`src/hdl/byte_stream_reassembler_top_assert.svh`:
```
// ---------------------------------------------------------------------------
// byte_stream_reassembler_top_assert.svh
// assertion macros for the byte stream reassembler
// ---------------------------------------------------------------------------
`ifndef BYTE_STREAM_REASSEMBLER_TOP_ASSERT_SVH
`define BYTE_STREAM_REASSEMBLER_TOP_ASSERT_SVH

`ifndef SYNTH

`define BSR_ASSERT_IMP(lbl, ante, cons) \
  lbl: assert property (@(posedge clk) disable iff (!rst_n) (ante) |-> (cons)) \
    else $error("bsr assertion failed");

`define BSR_ASSERT_NXT(lbl, ante, cons) \
  lbl: assert property (@(posedge clk) disable iff (!rst_n) (ante) |=> (cons)) \
    else $error("bsr assertion failed");

`else

`define BSR_ASSERT_IMP(lbl, ante, cons)

`define BSR_ASSERT_NXT(lbl, ante, cons)

`endif

`endif

```
`src/hdl/bsr_pkg.sv`:
```
// ---------------------------------------------------------------------------
// bsr_pkg
// shared constants and types of the byte stream reassembler
// ---------------------------------------------------------------------------
package bsr_pkg;

  localparam int CAPACITY   = 64;
  localparam int RING_DEPTH = 64;
  localparam int RING_AW    = $clog2(RING_DEPTH);
  localparam int POS_W      = 32;
  localparam int BYTE_W     = 8;
  localparam int CNT_W      = 7;

  typedef enum logic [1:0] {
    ST_IDLE,
    ST_CHECK,
    ST_READ
  } bsr_state_t;

  typedef struct packed {
    logic accept;
    logic rel;
    logic emit_byte;
    logic emit_empty;
  } bsr_cmd_t;

  typedef struct packed {
    logic head_valid;
    logic out_free;
  } bsr_sts_t;

endpackage

```
`src/hdl/bsr_dp.sv`:
```
// ---------------------------------------------------------------------------
// bsr_dp
// datapath: byte ring, slot valid bits, stream pointers and result register
// ---------------------------------------------------------------------------
module bsr_dp (
  input  logic                      clk,
  input  logic                      rst_n,
  input  bsr_pkg::bsr_cmd_t         cmd,
  output bsr_pkg::bsr_sts_t         sts,
  input  logic [bsr_pkg::POS_W-1:0]  in_position,
  input  logic [bsr_pkg::BYTE_W-1:0] in_byte_value,
  input  logic                      in_has_byte,
  input  logic                      in_ends_stream,
  input  logic                      out_ready,
  output logic                      out_valid,
  output logic [bsr_pkg::BYTE_W-1:0] out_out_byte,
  output logic                      out_out_valid,
  output logic                      out_run_last,
  output logic                      out_stream_done,
  output logic [bsr_pkg::CNT_W-1:0]  out_pending_count
);
  import bsr_pkg::*;

  localparam logic [POS_W-1:0] CAP_W = POS_W'(CAPACITY);

  logic [BYTE_W-1:0]     ring_mem [RING_DEPTH];
  logic [BYTE_W-1:0]     rd_data_r;
  logic [RING_DEPTH-1:0] slot_valid_r, slot_valid_nxt;
  logic [POS_W-1:0]      next_exp_r, next_exp_nxt;
  logic [POS_W-1:0]      end_pos_r, end_pos_nxt;
  logic                  end_known_r, end_known_nxt;
  logic [CNT_W-1:0]      count_r, count_nxt;
  logic                  out_valid_r, out_valid_nxt;
  logic [BYTE_W-1:0]     out_byte_r;
  logic                  out_bvalid_r;
  logic                  out_last_r;
  logic                  out_done_r;
  logic [CNT_W-1:0]      out_pend_r;

  logic [RING_AW-1:0]    head_slot;
  logic [RING_AW-1:0]    in_slot;
  logic [POS_W-1:0]      ahead;
  logic                  in_win;
  logic                  done_now;

  assign head_slot = next_exp_r[RING_AW-1:0];
  assign in_slot   = in_position[RING_AW-1:0];
  assign ahead     = in_position - next_exp_r;
  assign in_win    = in_has_byte && (ahead < CAP_W);
  assign done_now  = end_known_r && (next_exp_r == end_pos_r);

  assign sts.head_valid = slot_valid_r[head_slot];
  assign sts.out_free   = !out_valid_r || out_ready;

  always_comb begin
    slot_valid_nxt = slot_valid_r;
    next_exp_nxt   = next_exp_r;
    end_pos_nxt    = end_pos_r;
    end_known_nxt  = end_known_r;
    count_nxt      = count_r;
    if (cmd.accept) begin
      if (in_ends_stream) begin
        end_known_nxt = 1'b1;
        end_pos_nxt   = in_position + POS_W'(in_has_byte);
      end
      if (in_win) begin
        slot_valid_nxt[in_slot] = 1'b1;
        if (!slot_valid_r[in_slot]) begin
          count_nxt = count_r + CNT_W'(1);
        end
      end
    end
    if (cmd.rel) begin
      slot_valid_nxt[head_slot] = 1'b0;
      count_nxt                 = count_r - CNT_W'(1);
      next_exp_nxt              = next_exp_r + POS_W'(1);
    end
  end

  always_comb begin
    out_valid_nxt = out_valid_r;
    if (cmd.emit_byte || cmd.emit_empty) begin
      out_valid_nxt = 1'b1;
    end else if (out_ready) begin
      out_valid_nxt = 1'b0;
    end
  end

  always_ff @(posedge clk) begin
    if (!rst_n) begin
      slot_valid_r <= '0;
      next_exp_r   <= '0;
      end_pos_r    <= '0;
      end_known_r  <= 1'b0;
      count_r      <= '0;
      out_valid_r  <= 1'b0;
    end else begin
      slot_valid_r <= slot_valid_nxt;
      next_exp_r   <= next_exp_nxt;
      end_pos_r    <= end_pos_nxt;
      end_known_r  <= end_known_nxt;
      count_r      <= count_nxt;
      out_valid_r  <= out_valid_nxt;
    end
  end

  // byte ring, one write and one registered read port
  always_ff @(posedge clk) begin
    if (cmd.accept && in_win) begin
      ring_mem[in_slot] <= in_byte_value;
    end
    if (cmd.rel) begin
      rd_data_r <= ring_mem[head_slot];
    end
  end

  always_ff @(posedge clk) begin
    if (cmd.emit_byte) begin
      out_byte_r   <= rd_data_r;
      out_bvalid_r <= 1'b1;
      out_last_r   <= !slot_valid_r[head_slot];
      out_done_r   <= done_now;
      out_pend_r   <= count_r;
    end else if (cmd.emit_empty) begin
      out_byte_r   <= '0;
      out_bvalid_r <= 1'b0;
      out_last_r   <= 1'b1;
      out_done_r   <= done_now;
      out_pend_r   <= count_r;
    end
  end

  assign out_valid         = out_valid_r;
  assign out_out_byte      = out_byte_r;
  assign out_out_valid     = out_bvalid_r;
  assign out_run_last      = out_last_r;
  assign out_stream_done   = out_done_r;
  assign out_pending_count = out_pend_r;

endmodule

```
`src/hdl/bsr_ctrl.sv`:
```
// ---------------------------------------------------------------------------
// bsr_ctrl
// controller: sequences store, release and result transfer per item
// ---------------------------------------------------------------------------
module bsr_ctrl (
  input  logic              clk,
  input  logic              rst_n,
  input  logic              in_valid,
  output logic              in_ready,
  input  bsr_pkg::bsr_sts_t sts,
  output bsr_pkg::bsr_cmd_t cmd
);
  import bsr_pkg::*;

  bsr_state_t state_r, state_nxt;

  always_ff @(posedge clk) begin
    if (!rst_n) begin
      state_r <= ST_IDLE;
    end else begin
      state_r <= state_nxt;
    end
  end

  always_comb begin
    state_nxt = state_r;
    cmd       = '0;
    in_ready  = 1'b0;
    case (state_r)
      ST_IDLE: begin
        in_ready = 1'b1;
        if (in_valid) begin
          cmd.accept = 1'b1;
          state_nxt  = ST_CHECK;
        end
      end
      ST_CHECK: begin
        if (sts.head_valid) begin
          cmd.rel   = 1'b1;
          state_nxt = ST_READ;
        end else if (sts.out_free) begin
          cmd.emit_empty = 1'b1;
          state_nxt      = ST_IDLE;
        end
      end
      ST_READ: begin
        if (sts.out_free) begin
          cmd.emit_byte = 1'b1;
          if (sts.head_valid) begin
            cmd.rel = 1'b1;
          end else begin
            state_nxt = ST_IDLE;
          end
        end
      end
      default: begin
        state_nxt = ST_IDLE;
      end
    endcase
  end

endmodule

```
`src/hdl/byte_stream_reassembler_top.sv`:
```
// ---------------------------------------------------------------------------
// byte_stream_reassembler_top
// reorders bytes given at absolute stream positions into an in-order stream
// ---------------------------------------------------------------------------
// in_*: one byte at a 32-bit position, or an empty end marker; a byte inside
//   the 64-entry window ahead of the next expected position is stored
// out_*: per item, one transfer per released byte (out_out_valid high), or a
//   single status transfer with out_out_valid low; out_run_last marks the
//   last transfer of an item, with stream done and pending count after it
// an item is taken only when the previous item's results are all handed to
//   the output register, so one item is in work at a time
// timing: accept, a check of the head slot, then one byte per cycle out of
//   the ring read port while the receiver does not stall
// the first result is registered from the check state when nothing is
//   released; a released byte goes through the ring read register first
// reset clears valid bits, pointers and the output valid flag, not the output data
// a stalled receiver holds the output register and the release sequence
// ---------------------------------------------------------------------------
module byte_stream_reassembler_top (
  input  logic                      clk,
  input  logic                      rst_n,
  input  logic                      in_valid,
  output logic                      in_ready,
  input  logic [bsr_pkg::POS_W-1:0]  in_position,
  input  logic [bsr_pkg::BYTE_W-1:0] in_byte_value,
  input  logic                      in_has_byte,
  input  logic                      in_ends_stream,
  output logic                      out_valid,
  input  logic                      out_ready,
  output logic [bsr_pkg::BYTE_W-1:0] out_out_byte,
  output logic                      out_out_valid,
  output logic                      out_run_last,
  output logic                      out_stream_done,
  output logic [bsr_pkg::CNT_W-1:0]  out_pending_count
);
  import bsr_pkg::*;

  bsr_cmd_t cmd;
  bsr_sts_t sts;

  bsr_ctrl u_ctrl (
    .clk      (clk),
    .rst_n    (rst_n),
    .in_valid (in_valid),
    .in_ready (in_ready),
    .sts      (sts),
    .cmd      (cmd)
  );

  bsr_dp u_dp (
    .clk               (clk),
    .rst_n             (rst_n),
    .cmd               (cmd),
    .sts               (sts),
    .in_position       (in_position),
    .in_byte_value     (in_byte_value),
    .in_has_byte       (in_has_byte),
    .in_ends_stream    (in_ends_stream),
    .out_ready         (out_ready),
    .out_valid         (out_valid),
    .out_out_byte      (out_out_byte),
    .out_out_valid     (out_out_valid),
    .out_run_last      (out_run_last),
    .out_stream_done   (out_stream_done),
    .out_pending_count (out_pending_count)
  );

`include "byte_stream_reassembler_top_assert.svh"

  `BSR_ASSERT_NXT(a_one_item, in_valid && in_ready, !in_ready)
  `BSR_ASSERT_IMP(a_empty_last, out_valid && !out_out_valid, out_run_last)
  `BSR_ASSERT_IMP(a_pend_cap, out_valid, out_pending_count <= CNT_W'(CAPACITY))
  `BSR_ASSERT_IMP(a_idle_last, in_ready && out_valid, out_run_last)

endmodule

```
`config.mk`:
```
export PLATFORM = sky130hd
export DESIGN_NAME = byte_stream_reassembler_top
export DESIGN_NICKNAME = d
export VERILOG_FILES = /design/src/hdl/bsr_pkg.sv /design/src/hdl/bsr_dp.sv /design/src/hdl/bsr_ctrl.sv /design/src/hdl/byte_stream_reassembler_top.sv
export VERILOG_INCLUDE_DIRS = /design/src /design/src/hdl
export SDC_FILE = /design/constraint.sdc
export NUM_CORES = 1
export LEC_CHECK = 0
export BUFFER_PORTS_ARGS = -buffer_cell sky130_fd_sc_hd__buf_4
export CAP_MARGIN = 5
export CORE_ASPECT_RATIO = 1.1
export CORE_MARGIN = 8
export CORE_UTILIZATION = 60
export DETAILED_ROUTE_END_ITERATION = 12
export PLACE_DENSITY = 0.77
export SYNTH_ARGS = -nofsm -noshare
export SYNTH_HDL_FRONTEND = slang
export SYNTH_SLANG_ARGS = --single-unit
```
`constraint.sdc`:
```
create_clock -name clk -period 12.9 [get_ports clk]
set_input_delay 0.645 -clock clk [delete_from_list [all_inputs] [get_ports clk]]
set_output_delay 0.645 -clock clk [all_outputs]
set_load 0.005 [all_outputs]
```
==> flow_metrics.env <==
export IMPL_status="complete, no violations"
export IMPL_crit_type="flop to flop"
export IMPL_yosysTopAreaCell="edfxtp_1"
export IMPL_drt_first_pass_iters=6
export IMPL_seq_area_frac_synth_pct=62.5
export IMPL_ir_drop_mv=0.133
export IMPL_grt_use_total_pct=29.8
export IMPL_async_reset_ff_share_pct=0
export IMPL_ys_top_cells_by_count="edfxtp_1 (537), a22oi_1 (212), nand2_1 (155), dfxtp_1 (140), clkbuf_1 (139)"
export IMPL_total_leakage_power_nw=10.7
export IMPL_finalCriticalPeriod_ns=6.13
export IMPL_synthTopCellsByArea="edfxtp_1 (53%), dfxtp_1 (9.3%), a22oi_1 (5.3%), xnor2_1 (2.2%), nand2_1 (1.9%)"
export IMPL_synth_top_flop_cell="edfxtp_1"
export IMPL_overflow=0
export IMPL_crit_arrival_ns=6.46
export IMPL_min_period_over_period_pct=47.5
export IMPL_crit_chain="inv_2 > ha_1 > a2111o_1 > a21o_1 > a211oi_2 > o21ba_1 > xnor2_1 > a211o_1 > or4b_1 > or4_2 > buf_4 > nor4_1 > buf_4"
export IMPL_postLayoutSetupSlackWorst_ns=6.77
export IMPL_yosysWarnings=0
export IMPL_path_clk_slew_ns=0.06
export IMPL_cp_max_fo=64
export IMPL_dp_hpwl_um=55800
export IMPL_synth_compound_area_share_pct=17.4
export IMPL_cts_resized=0
export IMPL_tns_ns=0
export IMPL_hold_buffers=0
export IMPL_synth_edf_count=537
export IMPL_syn_area_per_cell_um2=12.4
export IMPL_timing_final_setup_violations=0
export IMPL_timing_rr_end="u_dp.ring_mem[57][2]"
export IMPL_num_rows=86
export IMPL_core_mm2=0.0500
export IMPL_clock_fmax_mhz=163
export IMPL_synth_nets=2539
export IMPL_die_area_mm2=0.0579
export IMPL_cts_tree="built"
export IMPL_postLayoutCellArea_mm2=0.0338
export IMPL_fin_skew_ns=0.0239
export IMPL_powerDensity_mw_per_mm2=134
export IMPL_drive_gt1_share_pct=12.4
export IMPL_syn2layout_area_growth_pct=11.5
export IMPL_synth_simple_area_share_pct=10.1
export IMPL_nets=2580
export IMPL_viasPerCell=7.09
export IMPL_synth_top_area_share_pct=53.2
export IMPL_max_cap_viol_count=0
export IMPL_gp_congestion=0.963
export IMPL_max_stage_delay_ns=0.93
export IMPL_netlist_area_mm2=0.0303
export IMPL_rsz0062_at_grt="no"
export IMPL_clk_latency_ns=0.62
export IMPL_cp_end_kind="flop"
export IMPL_cts_root_buffer="clkbuf_16"
export IMPL_drt_iter0_drc=3633
export IMPL_ys_ff_latch=677
export IMPL_max_slew_worst_pin_slew_ns=1.13
export IMPL_vias=22700
export IMPL_cp_slowest_cell="nor4_1"
export IMPL_reg2reg_depth=13
export IMPL_ios=66
export IMPL_slew_headroom_pct=24.1
export IMPL_min_path_type="primary input to flop"
export IMPL_port_buffers=65
export IMPL_grt_start_max_net_pins=126
export IMPL_dpl_instance_area_mm2=0.0317
export IMPL_detail_route_wl_per_cell_um=27.7
export IMPL_antenna_found_initial=1
export IMPL_clockBufferDepth=3
export IMPL_die_y_um=252
export IMPL_maxSlewViolCount=0
export IMPL_cts_setup_buffers=0
export IMPL_grt_pass1_wl_um=133000
export IMPL_route_detailed_drc=0
export IMPL_hold_violations=0
export IMPL_ff2ff_setup_slack_ns=6.77
export IMPL_clock_sinks=677
export IMPL_initial_core_util_pct=60.5
export IMPL_grt_pass1_vias=21600
export IMPL_cp_endpoint="u_dp.ring_mem[57][2]"
export IMPL_ant_nets=0
export IMPL_syn_inst=2451
export IMPL_dieWidth_um=230
export IMPL_synth_fa_ha_area_share_pct=1.76
export IMPL_synth_top_family_by_area="compound AO/OA/AOI/OAI gates"
export IMPL_wl_um=88800
export IMPL_dp_worst_setup_slack_ns=6.93
export IMPL_synthMuxAreaShare_pct=2.39
export IMPL_diodes=0
export IMPL_rr_startpoint="u_dp.next_exp_r[1]"
export IMPL_crit_path_start_kind="flop"
export IMPL_htreeDepth=3
export IMPL_crit_top_cell="buf_4"
export IMPL_synth_most_common_cell="edfxtp_1"
export IMPL_yosysUniqueCellTypes=73
export IMPL_critPathRequiredTime_ns=13.23
export IMPL_cts_buffers=67
export IMPL_crit_start="u_dp.next_exp_r[1]"
export IMPL_synth_xor_area_share_pct=2.89
cell families (layout without fill, tap and decap cells):
group / after synthesis / after routing
simple gates: 603 / 603
compound gates: 750 / 750
mux: 51 / 51
xor+xnor: 100 / 100
fa+ha+maj: 42 / 42
buf+inv: 228 / 319
flops: 677 / 677
through the flow:
step	hold slack, ns	utilization [%]	instances	total power, mW
final	0.347	67.5	3202	4.52
after global routing	0.347	67.5	3202	4.62
after floorplan	0.434	-	2451	2.55
after detailed placement	0.450	63.3	3083	2.65
after global placement	0.449	63.3	3083	2.65
after CTS	0.323	67.5	3202	4.52
area by class of cell:
class                           count  area, um2
Tap cell                          660        826
Fill cell                        3523      16300
Clock buffer                       82       1790
Inverter                           60        225
Sequential cell                   677      18900
Clock inverter                     37        340
Timing Repair Buffer              140       1050
Multi-Input combinational cell   1546      10600
per-layer routing:
metal / up-vias / GRT usage (%) / wire length (um)
li1: 9787 / - / -
met4: 2 / 15.4 / 4840
met3: 308 / 6.24 / 10100
met1: 11000 / 38.9 / 32500
met2: 1665 / 47.2 / 41300
met5: - / 0 / 13
sequential cells by signal (all words and copies together) (netlist names):
name / cells
u_ctrl.state_r: 2
u_dp.count_r: 7
u_dp.end_known_r: 1
u_dp.end_pos_r: 32
u_dp.next_exp_r: 32
u_dp.out_out_byte: 8
u_dp.out_out_valid: 1
u_dp.out_pending_count: 7
u_dp.out_run_last: 1
u_dp.out_stream_done: 1
u_dp.out_valid: 1
u_dp.rd_data_r: 8
u_dp.ring_mem: 512
u_dp.slot_valid_r: 64
where the power goes:
group	internal (mW)	leakage (nW)	switching (mW)
Clock	1.06	1.04	0.847
Combinational	0.0717	3.66	0.169
Sequential	2.36	5.97	0.00896
critical path: cells and delay by family (launching register included):
family,cells,cell delay [ns]
AND/OR/NAND/NOR,3,1.99
AO/OA/AOI/OAI,5,1.53
adder cells (fa/ha/maj),1,0.38
XOR/XNOR,1,0.08
buffers and inverters,3,0.99
flip-flops,1,0.84
worst min path at each step:
stage / start / endpoint / slack (ns) / depth (start not counted)
3_3_place_gp: u_dp.out_out_valid / u_dp.out_out_valid / 0.45 / 2
2_1_floorplan: u_dp.count_r[2] / u_dp.out_pending_count[2] / 0.43 / 0
5_1_grt: in_position[31] / u_dp.end_pos_r[31] / 0.35 / 3
4_1_cts: in_position[27] / u_dp.end_pos_r[27] / 0.32 / 3
3_5_place_dp: u_dp.out_out_valid / u_dp.out_out_valid / 0.45 / 2
6_report: in_position[30] / u_dp.end_pos_r[30] / 0.35 / 3
cells in the final DEF, fill, tap and decap left out, types with 26 or more instances in the layout:
cell       instances
nand3_1           43
a21oi_1           83
nor4_1            53
ha_1              41
nand2_1          155
a221oi_1          26
o211ai_1          69
clkbuf_16         67
edfxtp_1         537
o31ai_1           62
nand4_1           70
a31oi_1           27
dfxtp_1          139
o21ai_0          107
buf_4            140
a22oi_1          212
a211oi_1          31
xnor2_1           77
nor2_1           126
inv_1             53
(Power assumes the default switching activity.)
